[src/design/rsc_pkg.sv]
package rsc_pkg;

	localparam int OBJ_W = 32;
	localparam int CNT_W = 16;
	localparam int SLOT_OUT_W = 6;
	localparam logic [CNT_W-1:0] COUNT_MAX = 16'hFFFF;

	typedef enum logic [1:0] {
		CMD_GET  = 2'd0,
		CMD_REF  = 2'd1,
		CMD_PUT  = 2'd2,
		CMD_PEEK = 2'd3
	} cmd_t;

	typedef enum logic [2:0] {
		ST_OK       = 3'd0,
		ST_NEW      = 3'd1,
		ST_FULL     = 3'd2,
		ST_RANGE    = 3'd3,
		ST_NOT_LIVE = 3'd4,
		ST_OVERFLOW = 3'd5
	} status_t;

	// command held steady on every cell while a scan runs
	typedef struct packed {
		cmd_t             cmd;
		logic [OBJ_W-1:0] num;
	} cmd_bus_t;

	// scan token handed from cell to cell
	typedef struct packed {
		logic             valid;
		logic             hit;
		logic             free;
		logic [CNT_W-1:0] count;
	} tok_t;

	// write-back into the one addressed cell
	typedef struct packed {
		logic             en;
		logic             set_obj;
		logic [OBJ_W-1:0] obj;
		logic [CNT_W-1:0] count;
	} wb_t;

endpackage

[src/design/rsc_cell.sv]
module rsc_cell #(
	parameter int IDX_W = 6
) (
	input  logic                  clk,
	input  logic                  arst_n,
	input  logic [IDX_W-1:0]      my_index,
	input  rsc_pkg::cmd_bus_t     cmd_bus,
	input  logic [IDX_W-1:0]      target,
	input  rsc_pkg::tok_t         tok_in,
	input  logic [IDX_W-1:0]      hit_idx_in,
	input  logic [IDX_W-1:0]      free_idx_in,
	output rsc_pkg::tok_t         tok_out,
	output logic [IDX_W-1:0]      hit_idx_out,
	output logic [IDX_W-1:0]      free_idx_out,
	input  rsc_pkg::wb_t          wb,
	input  logic [IDX_W-1:0]      wr_index
);

	logic [rsc_pkg::OBJ_W-1:0] obj_q;
	logic [rsc_pkg::CNT_W-1:0] cnt_q;
	rsc_pkg::tok_t             tok_q;
	logic [IDX_W-1:0]          hit_idx_q;
	logic [IDX_W-1:0]          free_idx_q;

	rsc_pkg::tok_t             tok_n;
	logic [IDX_W-1:0]          hit_idx_n;
	logic [IDX_W-1:0]          free_idx_n;
	logic                      live;

	assign live = (cnt_q != '0);

	always_comb begin
		tok_n      = tok_in;
		hit_idx_n  = hit_idx_in;
		free_idx_n = free_idx_in;
		if (tok_in.valid) begin
			case (cmd_bus.cmd)
				rsc_pkg::CMD_GET: begin
					if (!tok_in.hit && live && obj_q == cmd_bus.num) begin
						tok_n.hit   = 1'b1;
						tok_n.count = cnt_q;
						hit_idx_n   = my_index;
					end else if (!tok_in.free && !live) begin
						// remember the lowest free slot on the way
						tok_n.free = 1'b1;
						free_idx_n = my_index;
					end
				end
				default: begin
					if (my_index == target) begin
						tok_n.hit   = 1'b1;
						tok_n.count = cnt_q;
					end
				end
			endcase
		end
	end

	always_ff @(posedge clk or negedge arst_n) begin
		if (!arst_n) begin
			tok_q <= '0;
			cnt_q <= '0;
			obj_q <= '0;
		end else begin
			tok_q <= tok_n;
			if (wb.en && wr_index == my_index) begin
				cnt_q <= wb.count;
				if (wb.set_obj) begin
					obj_q <= wb.obj;
				end
			end
		end
	end

	always_ff @(posedge clk) begin
		hit_idx_q  <= hit_idx_n;
		free_idx_q <= free_idx_n;
	end

	assign tok_out      = tok_q;
	assign hit_idx_out  = hit_idx_q;
	assign free_idx_out = free_idx_q;

endmodule

[config.mk]
export PLATFORM = sky130hd
export DESIGN_NAME = rsc_cell
export DESIGN_NICKNAME = d
export VERILOG_FILES = /design/src/design/rsc_pkg.sv /design/src/design/rsc_cell.sv
export SDC_FILE = /design/constraint.sdc
export NUM_CORES = 1
export LEC_CHECK = 0
export BUFFER_PORTS_ARGS = -buffer_cell sky130_fd_sc_hd__buf_2
export CORE_MARGIN = 3
export CORE_UTILIZATION = 48
export CTS_BUF_LIST = sky130_fd_sc_hd__clkbuf_2
export CTS_CLUSTER_DIAMETER = 100
export DETAILED_ROUTE_END_ITERATION = 8
export GPL_TIMING_DRIVEN = 1
export HOLD_SLACK_MARGIN = 0.12
export PLACE_DENSITY = 0.85
export SLEW_MARGIN = 20
export SYNTH_ARGS = -nofsm -noshare
export SYNTH_HDL_FRONTEND = slang
export SYNTH_SLANG_ARGS = --single-unit
[constraint.sdc]
create_clock -name clk -period 2.5 [get_ports clk]
set_input_delay 0.125 -clock clk [delete_from_list [all_inputs] [get_ports clk]]
set_output_delay 0.125 -clock clk [all_outputs]
set_load 0.05 [all_outputs]
==> key figures, run 1 <==
Setup path
  • Maximum fanout encountered on the critical timing path: 16
  • Reg2reg setup slack: between 100 and 150 ps
  • Worst setup EP type: flip-flop
  • Startpoint kind of the worst setup timing path: flip-flop
  • Data arrival, critical path: approximately 2900 ps
  • Crit path required time: 2970 ps
  • Type of the worst setup path: flip-flop to flip-flop

Die
  • Standard-cell row count: 30
  • Num ports: 166
  • Core Footprint: around 6900 µm²
  • DIE WIDTH: 90.7 µm
  • Initial Util: 50.2%
  • Overall die area: approximately 8200 µm²
  • Height of the die: 90.7 µm

Global route
  • Global-route congestion overflow total: 0
  • Wire length of the first global-routing pass: 18.4 mm
  • Overall fraction of global-route tracks in use: 29.5%
  • Number of global-route vias before repair: ~3500
  • Pin count of the biggest net entering global routing: 37
  • Antenna violations before repair: 0

CTS
  • Clock insertion delay at the later pin of the skew report: 540 ps
  • TritonCTS clock tree: yes
  • Number of CTS-inserted buffers: 9
  • Clock sinks: between 70 and 80
  • Clk slew on worst S/H paths: 250 ps
  • Total of cells resized after clock tree synthesis: 0
  • CTS root buffer: clkbuf_2
  • Buffer count from post-CTS setup fixing: 0
  • Htree depth: 3
  • Clock tree buffer depth: 2

Placement
  • Count of buffers from port buffering: between 150 and 200
  • HPWL after detailed placement: a little under 7 mm
  • Routability congestion estimate from global placement: ~0.84

Detailed routing
  • Post-detailed-route via-to-cell ratio: 5.13
  • Total Routed Length: approximately 12 mm
  • Routed length per placed instance: around 19 µm
  • Post-route antenna net violation count: 0
  • Total via count after detailed routing: 3079
  • Post-route DRC: 0
  • 1st-pass router iterations: 4
  • Number of violations reported at the end of detailed-routing iteration 0: between 90 and 100

Timing
  • Number of failing hold endpoints at the final stage: 0
  • Unrepaired setup endpoints after global routing: false
  • Summed negative setup slack over all endpoints: 0 ps
  • Worst rel slew slack: a little over half
  • Final-report setup violation count: 0
  • Minimum period implied by the final worst setup slack: 2390 ps
  • Slew Viols, Final: 0
  • Slew at the pin closest to its max-slew limit: slightly above 700 ps
  • Upper clock frequency limit: 0.419 GHz
  • Clock skew: around 35 ps
  • Share of the clock period used by the worst path: 95.5%

Synthesis
  • Number of instances in the synthesized netlist: ~240
  • Most frequent cell after synthesis: dfrtp_1
  • Net Count, Synth: 370
  • Proportion of netlist area held by the largest area contributor: between 40% and 50%
  • Leading post-synthesis cells by cell area: dfrtp_1, mux2_2, xor2_1, dfxtp_1, mux2_4
  • EDFF count, synth: 0
  • Yosys top cell by area: dfrtp_1
  • Commonest cells post-synth: dfrtp_1, mux2_2, xor2_1, xnor2_1, dfxtp_1
  • Post-Synthesis Cell Area: 3450 µm²
  • Post-synthesis async set-or-reset flop share: ~85%
  • Synth cell types: 22
  • Sequential-to-total area share from yosys stat: 55.6%
  • Warnings, synthesis: 0
  • Number of flip-flops and latches in the synthesized netlist: 79
  • Main flop type after synthesis: dfrtp_1
  • Average size of a mapped cell: ~15 µm²

Outcome
  • Outcome: finished clean

Final layout
  • Fraction of layout cells with a size suffix above 1: a little over half
  • Area growth, synth to finish: 57.3%
  • Layout net count: roughly 630

Power
  • Pwr Total: about 3.0 mW
  • Leakage power of the design: 2.74 nW
  • IR Drop Worst-Case VDD: 0.492 mV
  • Power per unit of standard cell area: 556 nW/µm²

Run
  • Max-capacitance violation count: 0

Hold path
  • Path type of the worst min-delay path: input pin to asynchronous set/reset pin
-- final timing paths --
check,startpoint,to,cells past startpoint
worst min-delay path,arst_n,cnt_q[11],2
worst min register to register,obj_q[2],obj_q[2],1
max in group asynchronous,arst_n,cnt_q[12],3
min in group clk,tok_in[18],tok_out[18],2
worst max register to register,cnt_q[10],tok_out[1],7
worst max-delay path,cnt_q[10],tok_out[1],7
-- per-stage QoR --
step | area [µm²] | hold WS (ps) | cells | setup slack, ps | util, %
after floorplan | 3450 | -171 | 235 | 351 | -
after detailed placement | 4430 | 228 | 496 | 192 | 64.5
after global routing | 5420 | 146 | 599 | 23.3 | 78.9
after global placement | 4430 | 224 | 496 | 213 | 64.5
after CTS | 5420 | 142 | 599 | 155 | 78.9
final | 5420 | 135 | 600 | 113 | 78.9
-- sequential cells by signal, indices dropped and copies added (netlist names) --
register      flops
hit_idx_out       6
free_idx_out      6
cnt_q            16
tok_out          19
obj_q            32
-- metal layers --
metal | wire length, µm | vias up | GRT usage [%]
met1 | 4230 | 1504 | 31.9
li1 | - | 1366 | -
met4 | 603 | 0 | 16.6
met3 | 859 | 49 | 9.42
met5 | 0 | - | 0
met2 | 5990 | 160 | 50.6
-- logic make-up after synthesis --
| family | count (synthesis) | share of synthesized area [%] |
|---|---|---|
| DFF | 79 | 55.6 |
| muxes | 76 | 25.9 |
| xor gates and xnor gates | 44 | 11.2 |
| and+or+nand+nor | 29 | 6.06 |
| buffers and inverters | 6 | 0.980 |
| AOI/OAI and AO/OA | 1 | 0.218 |
-- worst max-delay path, stage by stage (launching register included) --
cell and delay (ps):
dfrtp_1 470, nor4_1 580, nand4_1 310, nand4_1 220, nor4_4 80, nor2_4 110
buf_12 180, mux2_2 370
-- layout by cell type (no fill, tap or decap), drive strengths merged --
cell type and n:
bufinv 1, mux2 76, nand4 5, nand2 3, xnor2 13, diode 1, inv 1, and3 1
dlygate4sd3 87, buf 171, clkbuf 9, nor2 2, dfxtp 12, or3 2, xor2 31, clkinv 4
or4 1, and2 1, nor4 12, dfrtp 67, o21bai 1, nor3 2, clkinvlp 1
-- final cells by class --
| class | instances | area (µm²) |
|---|---|---|
| Antenna cell | 1 | 2.50 |
| Clock buffer | 9 | 45.0 |
| Clock inverter | 7 | 72.6 |
| Fill cell | 420 | 1450 |
| Multi-Input combinational cell | 150 | 1500 |
| Sequential cell | 79 | 1920 |
| Tap cell | 96 | 120 |
| Timing Repair Buffer | 258 | 1770 |
-- repair_timing --
item                                    CTS  global route
hold buffers                             87             0
endpoints found under the hold margin   146             0
endpoints found under the setup margin    0             0
-- where the power goes --
group	internal (mW)	total [mW]	leakage [nW]	switching, mW
Sequential	1.44	1.56	0.971	0.122
Clock	0.233	0.720	0.0699	0.487
Combinational	0.384	0.735	1.70	0.350
Note: power is estimated with default switching activity, not from simulation.
==> inputs of run 2 (changes only) <==
--- a/config.mk
+++ b/config.mk
@@ -6,14 +6,16 @@
 export NUM_CORES = 1
 export LEC_CHECK = 0
 export BUFFER_PORTS_ARGS = -buffer_cell sky130_fd_sc_hd__buf_2
+export CELL_PAD_IN_SITES_DETAIL_PLACEMENT = 1
+export CELL_PAD_IN_SITES_GLOBAL_PLACEMENT = 1
 export CORE_MARGIN = 3
-export CORE_UTILIZATION = 48
+export CORE_UTILIZATION = 37
 export CTS_BUF_LIST = sky130_fd_sc_hd__clkbuf_2
 export CTS_CLUSTER_DIAMETER = 100
 export DETAILED_ROUTE_END_ITERATION = 8
 export GPL_TIMING_DRIVEN = 1
 export HOLD_SLACK_MARGIN = 0.12
-export PLACE_DENSITY = 0.85
+export PLACE_DENSITY = 0.84
 export SLEW_MARGIN = 20
 export SYNTH_ARGS = -nofsm -noshare
 export SYNTH_HDL_FRONTEND = slang
==> run 2 against run 1 <==
The run now ends with setup timing left. Register-to-register slack got worse by 290 ps. Global-route usage fell by 2.6 points. Fmax fell by 11%. Count of clock-buffer cells in the layout did not move. Die area rose by 28%. Critical path type unchanged. Largest power group unchanged.
==> key figures, run 2 (synthesis gave the netlist of run 1 again) <==
Setup path
  • Data arrival, critical path: 3100 ps (+250 ps)
  • Crit path required time: 2920 ps (-50 ps)
  • Type of the worst setup path: flip-flop to flip-flop
  • Worst setup EP type: flip-flop
  • Startpoint kind of the worst setup timing path: flip-flop
  • Maximum fanout encountered on the critical timing path: 6 (-10)

Die
  • Core Footprint: 8890 µm² (+29%)
  • Standard-cell row count: 34 (+13%)
  • DIE WIDTH: 103 µm (+13%)
  • Overall die area: 10500 µm² (+28%)
  • Height of the die: 103 µm (+13%)
  • Num ports: 166 (unchanged)
  • Initial Util: 38.8% (-11 points)

Placement
  • HPWL after detailed placement: 7.84 mm (+14%)
  • Post-placement worst setup slack: 287 ps (+95.5 ps)
  • Routability congestion estimate from global placement: 0.784 (-6.5%)
  • Placed Cells incl. Taps: 509 (+2.6%)
  • Count of buffers from port buffering: 165 (unchanged)

Global route
  • Antenna violations before repair: 0 (unchanged)
  • Global-route congestion overflow total: 0 (unchanged)
  • Pin count of the biggest net entering global routing: 36 (-2.7%)
  • Global-route track usage on met3: 7.17% (-2.2 points)
  • Busiest metal layer after global routing: met2
  • Number of global-route vias before repair: 3815 (+9.1%)
  • Global Route met2 Usage: 50.7% (+0.096 points)
  • Met1 usage: 27.5% (-4.4 points)
  • Wire length of the first global-routing pass: 20.7 mm (+13%)
  • Overall fraction of global-route tracks in use: 26.9% (-2.6 points)

Detailed routing
  • Total Routed Length: 16.0 mm (+37%)
  • Post-detailed-route via-to-cell ratio: 5.19 (+1.2%)
  • Number of violations reported at the end of detailed-routing iteration 0: 89 (-2.2%)
  • 1st-pass router iterations: 4 (unchanged)
  • Post-route antenna net violation count: 0 (unchanged)
  • Routed length per placed instance: 25.7 µm (+32%)
  • Total via count after detailed routing: 3229 (+4.9%)
  • Post-route DRC: 0 (unchanged)

Outcome
  • Violated checks: setup timing
  • Outcome: finished, violations left

Hold path
  • Path type of the worst min-delay path: input pin to flip-flop

Timing
  • Final-report setup violation count: 5 (+5)
  • Slew Viols, Final: 0 (unchanged)
  • Minimum period implied by the final worst setup slack: 2680 ps (+290 ps)
  • Post-route worst setup slack: -178 ps (-290 ps)
  • Summed negative setup slack over all endpoints: -649 ps (-649 ps)
  • Slew at the pin closest to its max-slew limit: 537 ps (-176 ps)
  • Worst rel slew slack: 63.8% (+11 points)
  • Share of the clock period used by the worst path: 107% (+12 points)
  • Number of failing hold endpoints at the final stage: 0 (unchanged)
  • Clock skew: 115 ps (+80.4 ps)
  • Upper clock frequency limit: 0.373 GHz (-11%)

Final layout
  • Commonest non-fill, non-tap cells in the layout: buf_2, dlygate4sd3_1, dfrtp_1
  • Most common cell after layout, fill and taps aside: buf_2
  • Layout net count: 643 (+1.6%)
  • Cell Count, Final, Fillers Out: 622 (+3.7%)
  • Area growth, synth to finish: 60.6%
  • Register name with the most flops: obj_q
  • Max reg flops: 32 (unchanged)
  • Fraction of layout cells with a size suffix above 1: 53.4% (+0.93 points)
  • Number of inserted filler cells in the final layout: 893 (+110%)

CTS
  • Number of CTS-inserted buffers: 9 (unchanged)
  • Clock sinks: 79 (unchanged)
  • Htree depth: 3 (unchanged)
  • CTS root buffer: clkbuf_2
  • Clock insertion delay at the later pin of the skew report: 600 ps (+60 ps)
  • Clock tree buffer depth: 2 (unchanged)
  • Clk slew on worst S/H paths: 380 ps (+130 ps)
  • TritonCTS clock tree: yes

Power
  • Leakage power of the design: 2.77 nW (+1.4%)
  • IR Drop Worst-Case VDD: 0.627 mV (+27%)
  • Power per unit of standard cell area: 562 nW/µm² (+1.1%)

Run
  • Max-capacitance violation count: 0 (unchanged)
[run 2: cell types whose count changed in the layout (fill, tap and decap cells not counted), moves of 2 or more]
cell,before,now
nor4_2,0,4
inv_6,1,3
nor4_1,10,6
buf_4,4,8
dlygate4sd3_1,87,93
[run 2: worst max-delay path, stage by stage, from the launching register on]
cell	delay, ps
dfrtp_1	520
nor4_2	330
nand4_1	300
nor3_2	260
buf_6	180
mux2_2	340
dlygate4sd3_1	560
[run 2: cell type report]
cell class                      count  area [µm²]  area share [%]
Timing Repair Buffer              268        1850            33.4
Antenna cell                        1        2.50          0.0452
Tap cell                          108         135            2.44
Clock buffer                        9        45.0           0.814
Sequential cell                    79        1920            34.6
Multi-Input combinational cell    150        1530            27.6
Clock inverter                      7        61.3            1.11
[run 2: power by group]
part | total (mW) | leakage, nW | internal, mW | switching [mW]
clock network | 0.712 | 0.0614 | 0.151 | 0.561
logic | 0.814 | 1.74 | 0.419 | 0.395
registers | 1.58 | 0.971 | 1.44 | 0.148
total | 3.11 | 2.77 | 2.01 | 1.10
[run 2: path summary, 6_finish.rpt]
kind | to | startpoint | slack [ps] | cells after the start
hold / removal | cnt_q[11] | wb[11] | 280 | 3
hold reg to reg | obj_q[10] | obj_q[10] | 560 | 1
setup / recovery | free_idx_out[0] | cnt_q[11] | -180 | 6
min in group asynchronous | cnt_q[11] | arst_n | 560 | 4
max in group asynchronous | obj_q[5] | arst_n | 960 | 5
setup reg to reg | free_idx_out[0] | cnt_q[11] | -180 | 6
[run 2: what timing repair did]
action                                  CTS  global route
hold buffers                             93             0
hold endpoints to repair                142             0
buffers inserted                          0             3
endpoints found under the setup margin    0             5
gates resized for setup                   0             6
[run 2: per-layer routing]
metal	part of all wire [%]	vias up
met5	0	-
met4	4.5	0
met3	6.3	44
met2	53	179
met1	36	1629
li1	-	1377
[run 2: per-stage QoR]
step           cell area (µm²)  util [%]  hold WS, ps  power [mW]
2_1_floorplan             3450         -         -171        1.91
3_3_place_gp              4440      49.9          176        2.13
3_5_place_dp              4440      49.9          190        2.17
4_1_cts                   5480      61.6          284        2.94
5_1_grt                   5530      62.2          248        3.23
6_report                  5530      62.2          282        3.11
==> inputs of run 3 (changes only) <==
--- a/config.mk
+++ b/config.mk
@@ -5,7 +5,7 @@
 export SDC_FILE = /design/constraint.sdc
 export NUM_CORES = 1
 export LEC_CHECK = 0
-export BUFFER_PORTS_ARGS = -buffer_cell sky130_fd_sc_hd__buf_2
+export BUFFER_PORTS_ARGS = -buffer_cell sky130_fd_sc_hd__buf_4
 export CELL_PAD_IN_SITES_DETAIL_PLACEMENT = 1
 export CELL_PAD_IN_SITES_GLOBAL_PLACEMENT = 1
 export CORE_MARGIN = 3
@@ -14,8 +14,8 @@
 export CTS_CLUSTER_DIAMETER = 100
 export DETAILED_ROUTE_END_ITERATION = 8
 export GPL_TIMING_DRIVEN = 1
-export HOLD_SLACK_MARGIN = 0.12
-export PLACE_DENSITY = 0.84
+export HOLD_SLACK_MARGIN = 0.1
+export PLACE_DENSITY = 0.91
 export SLEW_MARGIN = 20
 export SYNTH_ARGS = -nofsm -noshare
 export SYNTH_HDL_FRONTEND = slang
==> run 3 against run 2 <==
Critical endpoint is now tok_out[0]. Critical path depth rose by 1. Sequential power is essentially flat. Non-clock buffer count down 10. Combinational power rose by 2%. Worst setup slack better by 190 ps. Utilization increased by 3.3 points. Cell count shrank 1.6%. First-iteration DRC count decreased by 58%. Die area did not move. Routed wire length decreased by 16%. Global-route usage decreased by 1.2 points. Fmax is 7.5% higher. The flow now finishes without violations.
==> key figures, run 3 (synthesis gave the netlist of run 1 again) <==
Outcome
  • Outcome: finished clean

Detailed routing
  • 1st-pass router iterations: 4 (unchanged)
  • Post-route antenna net violation count: 0 (unchanged)
  • Number of violations reported at the end of detailed-routing iteration 0: 37 (-58%)
  • Total via count after detailed routing: 2974 (-7.9%)
  • Post-route DRC: 0 (unchanged)
  • Routed length per placed instance: 21.9 µm (-15%)
  • Post-detailed-route via-to-cell ratio: 4.86 (-6.4%)
  • Total Routed Length: 13.4 mm (-16%)

Timing
  • Worst hold slack: 175 ps (-107 ps)
  • Slew Viols, Final: 0 (unchanged)
  • Post-route worst setup slack: 8.36 ps (+186 ps)
  • Worst rel slew slack: 43.0% (-21 points)
  • Clock skew: 45.5 ps (-69.6 ps)
  • Slew at the pin closest to its max-slew limit: 855 ps (+317 ps)
  • Share of the clock period used by the worst path: 99.7% (-7.4 points)
  • Final-report setup violation count: 0 (-5)
  • Upper clock frequency limit: 0.401 GHz (+7.5%)
  • Minimum period implied by the final worst setup slack: 2490 ps (-186 ps)
  • Number of failing hold endpoints at the final stage: 0 (unchanged)

Final layout
  • Area taken by flip-flops and latches: 1920 µm² (unchanged)
  • Layout net count: 633 (-1.6%)
  • Most common cell after layout, fill and taps aside: buf_4
  • Number of inserted filler cells in the final layout: 893 (unchanged)
  • Max reg flops: 32 (unchanged)
  • Fraction of layout cells with a size suffix above 1: 53.1% (-0.33 points)
  • Commonest non-fill, non-tap cells in the layout: buf_4, dlygate4sd3_1, dfrtp_1
  • Area occupied by multi-input gates: 1510 µm² (-1.1%)
  • Area growth, synth to finish: 69.2%
  • Register name with the most flops: obj_q
  • Cell Count, Final, Fillers Out: 612 (-1.6%)
  • Final Core Density: 65.6% (+3.3 points)

Power
  • Pwr Total: 3.05 mW (-2.1%)
  • Power per unit of standard cell area: 522 nW/µm² (-7.0%)
  • IR Drop Worst-Case VDD: 0.325 mV (-48%)
  • Leakage power of the design: 2.87 nW (+3.3%)

Placement
  • Count of buffers from port buffering: 165 (unchanged)
  • HPWL after detailed placement: 8.12 mm (+3.6%)
  • Post-placement worst setup slack: 158 ps (-129 ps)
  • Routability congestion estimate from global placement: 0.724 (-7.6%)
  • Placed Cells incl. Taps: 508 (-0.20%)

CTS
  • Htree depth: 3 (unchanged)
  • CTS root buffer: clkbuf_2
  • Clock insertion delay at the later pin of the skew report: 560 ps (-40 ps)
  • Number of CTS-inserted buffers: 9 (unchanged)
  • Clock sinks: 79 (unchanged)
  • TritonCTS clock tree: yes
  • Clk slew on worst S/H paths: 260 ps (-120 ps)
  • Buffer count from post-CTS setup fixing: 0 (unchanged)
  • Clock tree buffer depth: 2 (unchanged)

Setup path
  • Largest delay contributor family on the critical path: simple AND/OR/NAND/NOR gates
  • Critical-path top delay cell: nor4_1
  • CP bufs+invs: 1 (-1)
  • Most frequent cell on the critical path: nand4_1
  • Slowest Stage Delay on Critical Path: 620 ps (+60 ps)
  • Critical-path cell list: nor4_1 > nand4_1 > nand4_1 > nor4_4 > nor2_4 > buf_12 > mux2_2
  • Maximum fanout encountered on the critical timing path: 16 (+10)
  • Worst setup EP type: flip-flop
  • Worst Setup SP: cnt_q[15]
  • Data arrival, critical path: 2960 ps (-140 ps)
  • Type of the worst setup path: flip-flop to flip-flop
  • Reg-to-Reg Start: cnt_q[15]
  • Startpoint kind of the worst setup timing path: flip-flop
  • Crit path required time: 2960 ps (+40 ps)

Global route
  • Global-route congestion overflow total: 0 (unchanged)
  • Number of global-route vias before repair: 3646 (-4.4%)
  • Wire length of the first global-routing pass: 19.7 mm (-4.9%)
  • Pin count of the biggest net entering global routing: 68 (+89%)
  • Overall fraction of global-route tracks in use: 25.7% (-1.2 points)
  • Antenna violations before repair: 1 (+1)

Die
  • Core Footprint: 8890 µm² (unchanged)
  • Initial Util: 38.8% (unchanged)
  • Overall die area: 10500 µm² (unchanged)
  • Num ports: 166 (unchanged)
  • Height of the die: 103 µm (unchanged)
  • Standard-cell row count: 34 (unchanged)
  • DIE WIDTH: 103 µm (unchanged)

Run
  • Max-capacitance violation count: 0 (unchanged)

Hold path
  • Path type of the worst min-delay path: input pin to asynchronous set/reset pin
[run 3: path summary, 6_finish.rpt]
check	endpoint	slack [ps]	depth (start not counted)
min in group clk	obj_q[5]	190	4
hold reg to reg	obj_q[3]	540	1
hold / removal	cnt_q[11]	180	2
setup / recovery	tok_out[0]	8	7
max in group asynchronous	obj_q[28]	1720	2
setup reg to reg	tok_out[0]	8	7
[run 3: worst reg2reg max path, delay by kind of cell, from the launching register on]
kind | cells | cell delay [ps]
flip-flops | 1 | 480
multiplexers | 1 | 360
AND/OR/NAND/NOR | 5 | 1380
buffers and inverters | 1 | 180
[run 3: routing by layer]
metal / GRT usage (%) / part of all wire, % / vias to the layer above / wire length, µm
li1: - / - / 1368 / -
met1: 24.5 / 34 / 1465 / 4580
met2: 50.1 / 57 / 114 / 7630
met3: 7.71 / 5.3 / 27 / 714
met4: 11.1 / 3.4 / 0 / 451
met5: 0 / 0 / - / 0
[run 3: metrics by stage]
stage / cell area, µm² / setup TNS [ps]
after floorplan: 3450 / 0
after global placement: 4840 / 0
after detailed placement: 4840 / 0
after CTS: 5810 / 0
after global routing: 5830 / -44.1
final: 5830 / 0
[run 3: area by class of cell]
type | count | area share (%)
Sequential cell | 79 | 32.9
Multi-Input combinational cell | 150 | 25.9
Timing Repair Buffer | 258 | 37.2
Tap cell | 108 | 2.32
Clock inverter | 7 | 0.944
Antenna cell | 1 | 0.0429
Clock buffer | 9 | 0.773
[run 3: repair_timing]
action | in CTS | in global routing
resized for setup | 0 | 2
hold buffers | 87 | 0
endpoints found under the hold margin | 146 | 0
endpoints found under the setup margin | 0 | 18
[run 3: power by group]
part	switching, mW	internal [mW]	total [mW]
Sequential	0.129	1.44	1.56
Combinational	0.373	0.461	0.834
Clock	0.507	0.139	0.647
